### src/sv/memory_key_region_table_unit_defines.svh
// Assertion macros for the memory key region table unit.
// No dependencies; included by files that carry concurrent assertions.
`ifndef MEMORY_KEY_REGION_TABLE_UNIT_DEFINES_SVH
`define MEMORY_KEY_REGION_TABLE_UNIT_DEFINES_SVH

`ifndef SYNTHESIS

// Same-cycle implication under reset.
`define MKRT_ASSERT_NOW(label, clk, rst_n, ante, cons) \
    label: assert property (@(posedge clk) disable iff (!rst_n) (ante) |-> (cons)) \
        else $error("mkrt: assertion failed");

// Next-cycle implication under reset.
`define MKRT_ASSERT_NEXT(label, clk, rst_n, ante, cons) \
    label: assert property (@(posedge clk) disable iff (!rst_n) (ante) |=> (cons)) \
        else $error("mkrt: assertion failed");

`else

`define MKRT_ASSERT_NOW(label, clk, rst_n, ante, cons)
`define MKRT_ASSERT_NEXT(label, clk, rst_n, ante, cons)

`endif

`endif

### src/sv/mkrt_ram.sv
// Generic single-write, single-read RAM with registered read data.
// No dependencies; holds the region entries of the key table.
module mkrt_ram #(
    parameter int WIDTH = 8,
    parameter int DEPTH = 16,
    localparam int AW = (DEPTH > 1) ? $clog2(DEPTH) : 1
) (
    input  logic             i_clk,
    input  logic             i_wr_en,
    input  logic [AW-1:0]    i_wr_addr,
    input  logic [WIDTH-1:0] i_wr_data,
    input  logic             i_rd_en,
    input  logic [AW-1:0]    i_rd_addr,
    output logic [WIDTH-1:0] o_rd_data
);

    logic [WIDTH-1:0] r_mem [DEPTH];
    logic [WIDTH-1:0] r_rd_data;

    always_ff @(posedge i_clk) begin
        if (i_wr_en) begin
            r_mem[i_wr_addr] <= i_wr_data;
        end
        if (i_rd_en) begin
            r_rd_data <= r_mem[i_rd_addr];
        end
    end

    assign o_rd_data = r_rd_data;

endmodule

### config.mk
export PLATFORM = sky130hd
export DESIGN_NAME = mkrt_ram
export DESIGN_NICKNAME = d
export VERILOG_FILES = /design/src/sv/memory_key_region_table_unit_defines.svh /design/src/sv/mkrt_ram.sv
export SDC_FILE = /design/constraint.sdc
export NUM_CORES = 1
export LEC_CHECK = 0
export BUFFER_PORTS_ARGS = -buffer_cell sky130_fd_sc_hd__clkbuf_2
export CORE_MARGIN = 5
export CORE_UTILIZATION = 55
export CTS_BUF_LIST = sky130_fd_sc_hd__clkbuf_2
export DETAILED_ROUTE_END_ITERATION = 10
export MAX_ROUTING_LAYER = met4
export PLACE_DENSITY = 0.77
export SYNTH_ARGS = -nofsm -noshare
export SYNTH_HDL_FRONTEND = slang
export SYNTH_SLANG_ARGS = --single-unit
### constraint.sdc
create_clock -name i_clk -period 2.1 [get_ports i_clk]
set_input_delay 0.63 -clock i_clk [delete_from_list [all_inputs] [get_ports i_clk]]
set_output_delay 0.63 -clock i_clk [all_outputs]
set_load 0.005 [all_outputs]
==> results_tabular.tex <==
\begin{tabular}{lr}
\hline
Metric & Value \\
\hline
\multicolumn{2}{l}{\textbf{Synth}} \\
Cell area after technology mapping & about 0.0052 mm\^{}2 \\
Sequential share of the synthesized area & about four fifths \\
Count of different cell masters after synthesis & 18 \\
Simple-gate share of the synthesized area & 3.14\% \\
Portion of netlist area occupied by mux cells & 14.8\% \\
Number of warnings issued by yosys & 0 \\
Xor and xnor fraction of the mapped netlist area & 0\% \\
Post-synthesis sequential element count & 136 \\
Combinational family with the most area after synthesis & multiplexers \\
Syn\_area\_per\_cell & 22.8 um\^{}2 \\
Number of nets produced by synthesis & 248 \\
Syn Inst Count & around 230 \\
Compound-Gate Fraction of Synth Area & $\sim$2.3\% \\
Adder-Cell Fraction of Synth Area & 0\% \\
\multicolumn{2}{l}{\textbf{Timing}} \\
Pin slew with the least headroom to its limit & $\sim$0.42 ns \\
Number of pins with negative max-slew slack in the final report & 0 \\
Largest clock skew in the final design & slightly below 0.02 ns \\
Setup violation total in the final timing report & 0 \\
RSZ-0062 raised after global routing & false \\
Achievable frequency & between 500 and 600 MHz \\
Period utilization & between 80\% and 90\% \\
Hold violation total from the final report & 0 \\
Final critical delay including setup and external delays & roughly 1.8 ns \\
Rel. slew slack & a little under three quarters \\
Final sum of negative setup slack & 0 ns \\
\multicolumn{2}{l}{\textbf{Worst setup path}} \\
Critical-path maximum fanout & 1 \\
Register-to-register setup slack & 0.59 ns \\
Critical Path, Cell by Cell & clkbuf\_2 \\
Slowest stage cell, crit path & sky130\_fd\_sc\_hd\_\_edfxtp\_1 \\
WP buf/inv & 1 \\
Top Family by Delay on Critical Path & flip-flops \\
Critical Path Start Type & flip-flop \\
Required time reported for the critical path endpoint & between 1 and 1.5 ns \\
Classification of the worst setup path & flip-flop to output pin \\
Arrival @ worst endpoint & roughly 1.2 ns \\
Critical path capture point type & output pin \\
Largest stage delay, worst path & 0.45 ns \\
\multicolumn{2}{l}{\textbf{Finish}} \\
Post-synthesis to final-layout area growth & 11.8\% \\
Share of layout cells above drive strength 1 & between 30 and 40\% \\
Final core occ & approximately 63\% \\
Non-filler cells, final & around 430 \\
Number of nets at the end of the flow & slightly above 300 \\
Number of inserted filler cells in the final layout & between 600 and 700 \\
Final std cell area, no fill & 0.00585 mm\^{}2 \\
\multicolumn{2}{l}{\textbf{Global routing}} \\
First-pass GRT wire length & 15.1 mm \\
Aggregate global routing overflow & 0 \\
Total track usage & between 10\% and 20\% \\
Initial antenna violation count & 1 \\
Largest net degree at the start of global routing & 19 \\
Vias in the first global route & around 2700 \\
\multicolumn{2}{l}{\textbf{Detailed routing}} \\
Vias post-DR & $\sim$2500 \\
DR WL/cell & 22.5 um \\
Initial detailed-routing violation count & between 200 and 250 \\
Average via count per standard cell & 5.84 \\
Antenna Nets Post-Route & 0 \\
Total wire length & between 9 and 10 mm \\
Count of TritonRoute iterations in the first routing pass & 5 \\
Number of remaining DRC errors & 0 \\
\multicolumn{2}{l}{\textbf{Pwr}} \\
P\_leak & 1.98 nW \\
Power density over the cells & between 700 and 800 mW/mm\^{}2 \\
Peak VDD IR & $\sim$0.42 mV \\
\multicolumn{2}{l}{\textbf{Placement}} \\
Global placer's final weighted congestion & roughly 0.76 \\
Number of placed cells counting well taps & between 300 and 400 \\
Final HPWL DP & $\sim$6.3 mm \\
Placed Area & roughly 0.0057 mm\^{}2 \\
Buffers on Ports & 26 \\
\multicolumn{2}{l}{\textbf{Die}} \\
Die extent in x & 107 um \\
Vertical die dimension & $\sim$110 um \\
Area inside the core boundary & a little over 0.009 mm\^{}2 \\
Initial core utilization & 56.6\% \\
IO Count & 27 \\
Die Footprint & roughly 0.012 mm\^{}2 \\
Row count & 35 \\
\multicolumn{2}{l}{\textbf{Clock tree}} \\
Cts bufs inserted & 17 \\
CTS tree & built \\
CTS Root Buffer Type & sky130\_fd\_sc\_hd\_\_clkbuf\_2 \\
Worst skew pair latency & approximately 0.64 ns \\
Post-CTS setup buffers & 0 \\
Max Buffers Root-to-Sink & 2 \\
Count of hold-fix buffers inserted at cts & 0 \\
CTS HTree Levels & 4 \\
Total of cells resized after clock tree synthesis & 0 \\
Clock transition at the register clock pins on the worst setup and hold paths after CTS & 0.18 ns \\
Clk sinks & between 100 and 150 \\
\multicolumn{2}{l}{\textbf{Run status}} \\
Result of the run & complete, no violations \\
\multicolumn{2}{l}{\textbf{Worst hold path}} \\
Worst hold path type & input port to flip-flop \\
\multicolumn{2}{l}{\textbf{Job}} \\
Max-Cap Viols & 0 \\
\hline
\end{tabular}
## power by group
group,switching [mW],internal (mW),total (mW)
sequential,0.0168,3.05,3.07
clock,0.837,0.423,1.26
combinational,0.161,0.128,0.288
total,1.01,3.61,4.62
## placed cells by master (no fill, tap or decap), drive strengths merged, types with 2 or more instances in the layout
| cell type | Yosys | final |
|---|---|---|
| edfxtp | 136 | 136 |
| clkbuf | 0 | 47 |
| mux4 | 32 | 32 |
| buf | 7 | 24 |
| a22oi | 16 | 16 |
| nor2 | 13 | 13 |
| nand2 | 9 | 9 |
| clkinv | 0 | 8 |
| nor3 | 4 | 4 |
| nand3b | 2 | 2 |
| nand2b | 2 | 2 |
| clkinvlp | 0 | 2 |
## path summary, 6_finish.rpt
kind | from | endpoint | depth (start not counted)
min reg2reg | r_mem[15][0]$_DFFE_PP_ | o_rd_data[0]$_DFFE_PP_ | 3
max | o_rd_data[4]$_DFFE_PP_ | o_rd_data[4] | 1
min | i_rd_en | o_rd_data[1]$_DFFE_PP_ | 1
max reg2reg | r_mem[9][2]$_DFFE_PP_ | o_rd_data[2]$_DFFE_PP_ | 3
## stage by stage
stage / setup slack, ns / hold WS, ns / total power [mW]
final: 0.261 / 0.384 / 4.62
after global routing: 0.134 / 0.298 / 4.83
after CTS: 0.199 / 0.331 / 4.66
after detailed placement: -0.116 / 0.744 / 3.42
after global placement: -0.0856 / 0.717 / 3.41
after floorplan: 0.188 / 0.705 / 3.28
## cells in the mapped netlist
cell                              number  area share [%]
sky130_fd_sc_hd__a22oi_1              16             2.3
sky130_fd_sc_hd__buf_2                 3            0.29
sky130_fd_sc_hd__mux4_2               18             7.8
sky130_fd_sc_hd__edfxtp_1            136              78
sky130_fd_sc_hd__nor3_1                4            0.38
sky130_fd_sc_hd__nor2b_1               1            0.12
sky130_fd_sc_hd__and2_1                1            0.12
sky130_fd_sc_hd__mux4_1               14             7.0
sky130_fd_sc_hd__nand3b_1              2            0.29
sky130_fd_sc_hd__buf_6                 3            0.65
sky130_fd_sc_hd__nor2_1               13            0.93
sky130_fd_sc_hd__clkdlybuf4s25_2       3            0.57
sky130_fd_sc_hd__nand2_1               9            0.65
sky130_fd_sc_hd__nand3_1               1           0.096
sky130_fd_sc_hd__and2b_1               1            0.14
sky130_fd_sc_hd__nand2b_1              2            0.24
sky130_fd_sc_hd__buf_4                 1            0.14
sky130_fd_sc_hd__or3b_2                1            0.17
## layout make-up
cell class	instances	area (um^2)	share of cell area (%)
timing repair buffer	50	348	5.95
tap	129	161	2.76
clock inverter	11	82.6	1.41
clock buffer	21	105	1.80
antenna	1	2.50	0.0428
multi-input combinational	83	1060	18.2
sequential	136	4080	69.9
## state kept, by name, summed over array words and instances (netlist names)
register   cells
r_mem        128
o_rd_data      8
## logic make-up (layout without fill, tap and decap cells)
family          count (synthesis)  in the layout
compound gates                 16             16
buf+inv                        10             82
flops                         136            136
mux                            32             32
other cells                     0              1
simple gates                   35             35
## routing by layer
layer | wire length (um) | up-vias | share of wire, % | track usage, %
met4 | 156 | 0 | 1.6 | 7.66
met3 | 681 | 10 | 7.0 | 5.40
met1 | 4050 | 1289 | 42 | 25.3
met5 | 0 | - | 0 | -
li1 | - | 1103 | - | -
met2 | 4830 | 114 | 50 | 28.8
(Power assumes the default switching activity.)
