--- src/sv/memory_key_region_table_unit_defines.svh ---
// Assertion macros for the memory key region table unit.
// No dependencies; included by files that carry concurrent assertions.
`ifndef MEMORY_KEY_REGION_TABLE_UNIT_DEFINES_SVH
`define MEMORY_KEY_REGION_TABLE_UNIT_DEFINES_SVH

`ifndef SYNTHESIS

// Same-cycle implication under reset.
`define MKRT_ASSERT_NOW(label, clk, rst_n, ante, cons) \
    label: assert property (@(posedge clk) disable iff (!rst_n) (ante) |-> (cons)) \
        else $error("mkrt: assertion failed");

// Next-cycle implication under reset.
`define MKRT_ASSERT_NEXT(label, clk, rst_n, ante, cons) \
    label: assert property (@(posedge clk) disable iff (!rst_n) (ante) |=> (cons)) \
        else $error("mkrt: assertion failed");

`else

`define MKRT_ASSERT_NOW(label, clk, rst_n, ante, cons)
`define MKRT_ASSERT_NEXT(label, clk, rst_n, ante, cons)

`endif

`endif

--- src/sv/mkrt_pkg.sv ---
// Types and constants of the memory key region table unit.
// No dependencies; imported by mkrt_alu and the top-level module.
package mkrt_pkg;

    localparam int SLOTS  = 16;
    localparam int SLOT_W = (SLOTS > 1) ? $clog2(SLOTS) : 1;

    typedef logic [SLOT_W-1:0] t_slot;
    typedef logic [SLOT_W:0]   t_scan;

    localparam logic [32:0] KEY_LIMIT = 33'h0_FFFF_FFFE;

    typedef enum logic [1:0] {
        OP_REG   = 2'd0,
        OP_DEREG = 2'd1,
        OP_RES   = 2'd2
    } t_opcode;

    typedef enum logic [2:0] {
        ST_OK      = 3'd0,
        ST_INVALID = 3'd1,
        ST_NOSPACE = 3'd2,
        ST_DENIED  = 3'd3,
        ST_PROTO   = 3'd4
    } t_status;

    typedef enum logic [2:0] {
        S_IDLE,
        S_CHECK,
        S_SCAN,
        S_ARITH,
        S_WRITE,
        S_DONE
    } t_state;

    // Range check steps of a resolve, one pass of the shared adder each
    typedef enum logic [2:0] {
        AS_OFF,
        AS_AEND,
        AS_REND,
        AS_FIT,
        AS_XLAT
    } t_astep;

    localparam logic [1:0] ACC_LOCAL  = 2'b01;
    localparam logic [1:0] ACC_REMOTE = 2'b10;

    typedef struct packed {
        logic [15:0] domain;
        logic [63:0] base;
        logic [63:0] len;
        logic [63:0] tgt;
        logic [1:0]  acc;
        logic [31:0] lkey;
        logic [31:0] rkey;
    } t_entry;

    typedef struct packed {
        logic [63:0] a;
        logic [63:0] b;
        logic        sub;
    } t_alu_req;

    typedef struct packed {
        logic [63:0] sum;
        logic        carry;
    } t_alu_rsp;

    typedef struct packed {
        t_status     status;
        logic [3:0]  slot;
        logic [31:0] lkey;
        logic [31:0] rkey;
        logic [63:0] xaddr;
    } t_result;

endpackage

--- src/sv/mkrt_alu.sv ---
// Shared 64-bit add/subtract unit with carry out, used for all range checks.
// Depends on mkrt_pkg for the request and response types.
module mkrt_alu
    import mkrt_pkg::*;
(
    input  t_alu_req i_req,
    output t_alu_rsp o_rsp
);

    logic [63:0] w_b;
    logic [64:0] w_sum;

    // Subtract as a + ~b + 1; carry set means no borrow
    assign w_b   = i_req.sub ? ~i_req.b : i_req.b;
    assign w_sum = {1'b0, i_req.a} + {1'b0, w_b} + {64'd0, i_req.sub};

    assign o_rsp.sum   = w_sum[63:0];
    assign o_rsp.carry = w_sum[64];

endmodule

--- config.mk ---
export PLATFORM = sky130hd
export DESIGN_NAME = mkrt_alu
export DESIGN_NICKNAME = d
export VERILOG_FILES = /design/src/sv/memory_key_region_table_unit_defines.svh /design/src/sv/mkrt_pkg.sv /design/src/sv/mkrt_alu.sv
export SDC_FILE = /design/constraint.sdc
export NUM_CORES = 1
export LEC_CHECK = 0
export BUFFER_PORTS_ARGS = -buffer_cell sky130_fd_sc_hd__buf_2
export CORE_MARGIN = 3
export CORE_UTILIZATION = 41
export DETAILED_ROUTE_END_ITERATION = 8
export GPL_TIMING_DRIVEN = 0
export PLACE_DENSITY = 0.75
export SYNTH_ARGS = -nofsm -noshare
export SYNTH_HDL_FRONTEND = slang
export SYNTH_SLANG_ARGS = --single-unit
--- constraint.sdc ---
create_clock -name vclk -period 6.95
set_input_delay 0.695 -clock vclk [all_inputs]
set_output_delay 0.695 -clock vclk [all_outputs]
set_load 0.01 [all_outputs]
==> impl_metrics.yaml, run 1 <==
outcome:
  outcome: "finished clean"
logic_synthesis:
  syn_nets: 835
  netlist_instances: 636
  yosys_warnings: 0
  ys_seq_area_share_pct: 0
  netlist_area_sq_mm: 0.00455
  ys_top_cells_by_area: "ha_1 19%, xor2_1 17%, a21oi_1 9.0%"
  yosys.area.top_type_share_pct: 19.0
  avgSynthCellArea_sq_um: 7.16
  ys_types: 71
  synth_area_leader_cell: "ha_1"
placed_design:
  post-place-cells: 965
  hpwl_mm: 12.3
  place_congestion: 0.925
  io_buffers: 193
setup_path:
  cp-start-kind: "primary input"
  arrival_ns: 4.68
  worstPathRequired_ns: 6.25
  crit_path_end_kind: "output port"
  crit_path_max_fanout: 10
  crit_type: "primary input to output port"
cells_and_area:
  layout_commonest_cell: "buf_2"
  ff_latch_area_sq_um: 0
  final_nets: 1030
  mostFrequentLayoutCells: "195 x buf_2, 86 x xor2_1, 82 x a21oi_1, 69 x ha_1, 61 x nand2_1"
  num-fill-cells: 1067
  clockBufferCount: 0
  finalNonFillerCells: 966
  seq_cells: 0
  syn_to_final_growth_pct: 25.0
  drive_above_1_share_pct: 27.6
drt:
  vias_per_cell: 5.54
  vias: 5351
  drtAntennaViolNets: 0
  wire_per_inst_microns: 14.8
  drt_iter0_drc: 274
  drc_errors: 0
  drt-pass1-iter-count: 5
  routed_wl_mm: 14.3
die:
  die_x_microns: 111
  die-area_sq_mm: 0.0124
  design.core.area_sq_mm: 0.0106
  ioPinCount: 194
  rows: 37
  start_util_pct: 43.1
  dieHeight_microns: 111
cts:
  cts_resized: 0
  post_cts_buffers: 0
  holdBufCountCts: 0
power:
  ir_worst_vdd_mv: 0.0798
  power.leakage_nw: 2.85
  power.density_mw_per_mm2: 152
hold_path:
  hold_class: "primary input to output port"
global_routing:
  antenna_found_initial: 1
  use_met1_pct: 30.9
  grt_max_degree: 11
  grt.met3_usage_pct: 0.761
  track_usage_pct: 21.6
  grt_first_pass_wirelength_mm: 23.5
  grt_use_met2_pct: 37.4
  grt_overflow: 0
  busiest_layer: "met2"
  grt_pass1_vias: 5132
timing:
  finalCriticalPeriod_ns: 5.38
  rsz0062_at_grt: "no"
  fin_crit_sh_pct: 77.4
  setup_viol: 0
  max_slew_margin_pct: 23.5
  fmax_ghz: 0.186
  worstMarginPinSlew_ns: 1.12
  fin_tns_setup_ns: 0
  slew_viol_final: 0
  finalHoldViolCount: 0
job:
  max_cap_violations: 0
[worst paths after layout]
path | startpoint | to | slack [ns] | cells after the start
setup / recovery | i_req[0] | o_rsp[62] | 1.57 | 12
hold / removal | i_req[65] | o_rsp[1] | 1.67 | 3
[where the power goes]
group / switching, mW / internal [mW]
Combinational: 0.496 / 0.368
Sequential: 0 / 0
Clock: 0 / 0.0000000192
Total: 0.496 / 0.368
[logic make-up (layout without fill, tap and decap cells)]
| kind of cell | Yosys count | count (layout) | share of synthesized area [%] |
|---|---|---|---|
| muxes | 2 | 2 | 0.440 |
| adders and majority gates | 70 | 70 | 19.4 |
| xor gates and xnor gates | 123 | 123 | 23.7 |
| and+or+nand+nor | 169 | 169 | 18.2 |
| buffers and inverters | 44 | 237 | 4.84 |
| AOI/OAI and AO/OA | 228 | 228 | 33.5 |
| other | 0 | 1 | 0 |
[worst max-delay path, stage by stage]
cell and delay (ns):
buf_2 0.26, buf_1 0.60, xor2_1 0.15, ha_1 0.38, a21oi_1 0.28, o22ai_1 0.13
a2111oi_0 0.95, a31oi_1 0.40, a31o_2 0.38, a21oi_1 0.15, xnor2_1 0.15, buf_2 0.16
[synth_stat cells (all sizes together), types with 7 or more instances]
master and instances:
nand3 10, o21ai 38, nor3 7, a21o 35
nand2 61, buf 12, a31oi 8, a21oi 82
nor2 38, xnor2 37, xor2 86, clkbuf 10
ha 69, o21bai 12, and2 7, inv 20
nand4 15
[metrics by stage]
step	hold slack, ns	util (%)	total power [mW]	setup slack, ns	instance area (sq um)
final	1.67	53.9	0.865	1.57	5690
after global routing	1.68	53.9	0.953	1.39	5690
after CTS	1.67	53.9	0.862	1.63	5690
after detailed placement	1.67	53.9	0.857	1.62	5690
after global placement	1.67	53.9	0.853	1.67	5690
after floorplan	1.47	-	0.586	2.58	4550
[cell type report]
type	instances	area (sq um)	share of cell area, %
Antenna cell	1	2.50	0.0440
Buffer	24	145	2.55
Inverter	20	75.1	1.32
Multi-Input combinational cell	592	4330	76.1
Tap cell	136	170	2.99
Timing Repair Buffer	193	966	17.0
[routing by layer]
metal,wire [microns],up-vias
met5,0,-
met4,212,0
met3,731,18
met2,6610,174
met1,6790,2438
li1,-,2721
(Power assumes the default switching activity.)
==> run 2: changes to the inputs <==
Settings changed: PLACE_DENSITY 0.75 to 0.78.
Clock period 6.95 ns to 4.6 ns, I/O delays scaled along.
==> run 2 against run 1 <==
Sequential cell count unchanged; die area stayed put; critical path depth rose by 3; via count shrank 1.6%; hold slack worse by 0.47 ns; setup slack got worse by 1.4 ns; sequential share of layout area unchanged; largest cell class unchanged; largest power group unchanged; highest routed layer unchanged.
==> impl_metrics.yaml, run 2 (synthesized netlist as in run 1, its figures left out) <==
outcome:
  outcome: "finished clean"
die:
  ioPinCount: 194
  die_x_microns: 111
  dieHeight_microns: 111
  design.core.area_sq_mm: 0.0106
  rows: 37
  start_util_pct: 43.1
  die-area_sq_mm: 0.0124
power:
  power.leakage_nw: 2.87
  power.density_mw_per_mm2: 230
  ir_worst_vdd_mv: 0.120
global_routing:
  grt_pass1_vias: 4983
  grt_max_degree: 11
  grt_first_pass_wirelength_mm: 23.5
  antenna_found_initial: 2
  track_usage_pct: 21.7
  grt_overflow: 0
job:
  max_cap_violations: 0
timing:
  final.setup.worst_slack_ns: 0.222
  finalCriticalPeriod_ns: 4.38
  slew_viol_final: 0
  fin_crit_sh_pct: 95.2
  worstMarginPinSlew_ns: 0.702
  finalHoldViolCount: 0
  rsz0062_at_grt: "no"
  fmax_ghz: 0.228
  setup_viol: 0
  max_slew_margin_pct: 52.0
  hold_ws_ns: 1.20
cts:
  post_cts_buffers: 0
drt:
  vias: 5267
  routed_wl_mm: 14.2
  drt-pass1-iter-count: 5
  vias_per_cell: 5.45
  drt_iter0_drc: 225
  drc_errors: 0
  drtAntennaViolNets: 0
  wire_per_inst_microns: 14.7
cells_and_area:
  multi_input_area_sq_mm: 0.00434
  syn_to_final_growth_pct: 25.4
  drive_above_1_share_pct: 28.3
  seq_cells: 0
  clockBufferCount: 0
  num-fill-cells: 1108
  final_area_sq_mm: 0.00571
  final_nets: 1030
  fin_util_pct: 54.1
  ff_latch_area_sq_um: 0
  mostFrequentLayoutCells: "197 x buf_2, 86 x xor2_1, 81 x a21oi_1, 69 x ha_1, 61 x nand2_1"
  layout_commonest_cell: "buf_2"
placed_design:
  io_buffers: 193
  place_ws_ns: -0.192
  place_congestion: 0.918
  hpwl_mm: 12.4
  place_area_sq_mm: 0.00569
setup_path:
  max_stage_delay_ns: 0.58
  worstPathRequired_ns: 4.14
  crit_path_max_fanout: 10
  arrival_ns: 3.92
  crit_top_cell: "buf_2"
  crit_type: "primary input to output port"
  crit_path_end_kind: "output port"
  cp_slowest_cell: "or4_4"
  cp-start-kind: "primary input"
  crit_path_cell_trace: "buf_2, buf_2, xor2_1, ha_1, clkbuf_2, nand4_1, or4_4, or2_4, o211ai_2, a221oi_2, a21oi_1, a21oi_2, o21ai_2, xnor2_1, buf_2"
hold_path:
  hold_class: "primary input to output port"
run 2: changes by cell type in the layout (fill, tap and decap cells not counted), sizes merged:
cell / before / now
buf: 205 / 202
clkbuf: 10 / 13
run 2: power breakdown:
part           internal (mW)    total (mW)  switching, mW
combinational          0.558          1.31          0.754
clock           0.0000000291  0.0000000291              0
sequential                 0             0              0
total                  0.558          1.31          0.754
run 2: final cells by class:
type                       instances  area share [%]
timing repair buffer             193            16.9
antenna                            1          0.0438
inverter                          20            1.31
multi-input combinational        592            76.0
tap                              136            2.98
buffer                            24            2.78
run 2: metal layers:
| layer | up-vias | track usage [%] | share of wire [%] |
|---|---|---|---|
| met5 | - | 0 | 0 |
| met4 | 0 | 2.11 | 1.1 |
| met3 | 10 | 1.79 | 5.8 |
| met2 | 169 | 37.2 | 46 |
| met1 | 2366 | 30.8 | 47 |
| li1 | 2722 | - | - |
run 2: worst paths after layout:
kind  startpoint         to  slack, ns  depth (start not counted)
max     i_req[0]  o_rsp[52]       0.22                         15
min    i_req[65]   o_rsp[1]       1.20                          3
run 2: critical path: cells and delay by family:
family | cells | cell delay [ns]
and+or+nand+nor | 3 | 1.01
AOI/OAI and AO/OA | 5 | 0.97
buffers and inverters | 4 | 0.94
adders and majority gates | 1 | 0.28
xor gates and xnor gates | 2 | 0.24
run 2: repair_timing:
| item | 4_1_cts | 5_1_grt |
|---|---|---|
| hold buffers | 0 | 0 |
| resized for setup | 6 | 6 |
| endpoints found under the setup margin | 16 | 9 |
| pin swaps | 0 | 1 |
run 2: through the flow:
| stage | power (mW) | setup TNS (ns) | cells |
|---|---|---|---|
| final | 1.31 | 0 | 966 |
| after global routing | 1.45 | 0 | 966 |
| after CTS | 1.31 | 0 | 965 |
| after detailed placement | 1.30 | -1.58 | 965 |
| after global placement | 1.29 | -1.30 | 965 |
| after floorplan | 0.885 | 0 | 636 |
==> run 3: changes to the inputs <==
Settings changed: RECOVER_POWER set to 50.
==> run 3 against run 2 <==
Hold slack lost 0.0080 ns; clock-buffer cell count stayed put; via count rose by 0.89%; combinational power about the same; largest cell class unchanged.
==> impl_metrics.yaml, run 3 (synthesized netlist as in run 1, its figures left out) <==
outcome:
  outcome: "finished clean"
timing:
  worstMarginPinSlew_ns: 0.739
  final.setup.worst_slack_ns: 0.231
  fin_tns_setup_ns: 0
  max_slew_margin_pct: 50.6
  hold_ws_ns: 1.19
  fin_crit_sh_pct: 95.0
  slew_viol_final: 0
  finalCriticalPeriod_ns: 4.37
  rsz0062_at_grt: "no"
  fmax_ghz: 0.229
  finalHoldViolCount: 0
  setup_viol: 0
setup_path:
  max_stage_delay_ns: 0.58
  worst-path-stages: 15
  worstPathRequired_ns: 4.14
  arrival_ns: 3.91
  cp-start-kind: "primary input"
  endpoint: "o_rsp[52]"
  crit_path_cell_trace: "buf_2, buf_2, xor2_1, ha_1, clkbuf_2, nand4_1, or4_4, or2_4, o211ai_2, a221oi_2, a21oi_1, a21oi_2, o21ai_2, xnor2_1, buf_2"
  startpoint: "i_req[0]"
  crit_type: "primary input to output port"
  crit_path_end_kind: "output port"
  cp_num_buf_inv: 4
  crit_top_cell: "buf_2"
  crit_path_max_fanout: 10
  cp_slowest_cell: "or4_4"
  crit_family: "simple AND/OR/NAND/NOR gates"
drt:
  maxUsedRoutingLayer: "met4"
  vias: 5314
  drtAntennaViolNets: 0
  vias_per_cell: 5.50
  wire_per_inst_microns: 14.8
  drt_iter0_drc: 220
  wl_met1_mm: 6.62
  drt-pass1-iter-count: 5
  drc_errors: 0
  routed_wl_mm: 14.3
  wl_met3_microns: 874
  routed-wl-met2_mm: 6.59
power:
  power.density_mw_per_mm2: 228
  power.leakage_nw: 2.81
  p_total_mw: 1.30
  ir_worst_vdd_mv: 0.121
cells_and_area:
  seq_cells: 0
  final_nets: 1030
  ff_latch_area_sq_um: 0
  drive_above_1_share_pct: 25.8
  mostFrequentLayoutCells: "177 x buf_2, 86 x xor2_1, 81 x a21oi_1, 69 x ha_1, 61 x nand2_1"
  layout_commonest_cell: "buf_2"
  clockBufferCount: 0
  syn_to_final_growth_pct: 24.8
global_routing:
  grt_overflow: 0
  antenna_found_initial: 2
  grt_pass1_vias: 4983
  grt_max_degree: 11
  track_usage_pct: 21.7
  grt_first_pass_wirelength_mm: 23.5
die:
  die-area_sq_mm: 0.0124
  ioPinCount: 194
  design.core.area_sq_mm: 0.0106
  rows: 37
  die_x_microns: 111
  start_util_pct: 43.1
  dieHeight_microns: 111
hold_path:
  hold_class: "primary input to output port"
job:
  max_cap_violations: 0
placed_design:
  io_buffers: 193
  place_ws_ns: -0.192
  place_congestion: 0.918
  hpwl_mm: 12.4
cts:
  holdBufCountCts: 0
  post_cts_buffers: 0
==> run 3: cell count changes in the layout (fill, tap and decap cells not counted) <==
cell,delta
buf_2,-20
clkbuf_1,+20
a31oi_1,+1
a31oi_2,-1
==> run 3: final cells by class <==
cell class                      count  area [sq um]
Timing Repair Buffer              193           941
Fill cell                        1124          4870
Inverter                           20          75.1
Tap cell                          136           170
Buffer                             24           159
Antenna cell                        1          2.50
Multi-Input combinational cell    592          4330
==> run 3: worst min path at each step <==
stage / depth (start not counted) / startpoint / to
after floorplan: 1 / i_req[1] / o_rsp[1]
after detailed placement: 3 / i_req[65] / o_rsp[1]
after CTS: 3 / i_req[65] / o_rsp[1]
after global routing: 3 / i_req[65] / o_rsp[1]
after global placement: 3 / i_req[65] / o_rsp[1]
final: 3 / i_req[65] / o_rsp[1]
==> run 3: where the power goes <==
part | total, mW | internal, mW | switching (mW)
Combinational | 1.30 | 0.542 | 0.756
Sequential | 0 | 0 | 0
Clock | 0.0000000291 | 0.0000000291 | 0
Total | 1.30 | 0.542 | 0.756
==> run 3: metrics by stage <==
step / cell area [sq um] / std cells / utilization (%)
6_report: 5680 / 966 / 53.8
5_1_grt: 5680 / 966 / 53.8
4_1_cts: 5700 / 965 / 54.0
3_5_place_dp: 5690 / 965 / 53.9
3_3_place_gp: 5690 / 965 / 53.9
2_1_floorplan: 4550 / 636 / -
==> run 3: repair_timing <==
item	4_1_cts	5_1_grt
endpoints found under the setup margin	16	9
gates cloned	0	0
pin swaps	0	1
resized for setup	6	6
==> run 3: metal layers <==
layer	GRT usage, %	up-vias
met5	0	-
met4	2.11	0
met3	1.79	12
met2	37.2	180
met1	30.8	2398
li1	-	2724
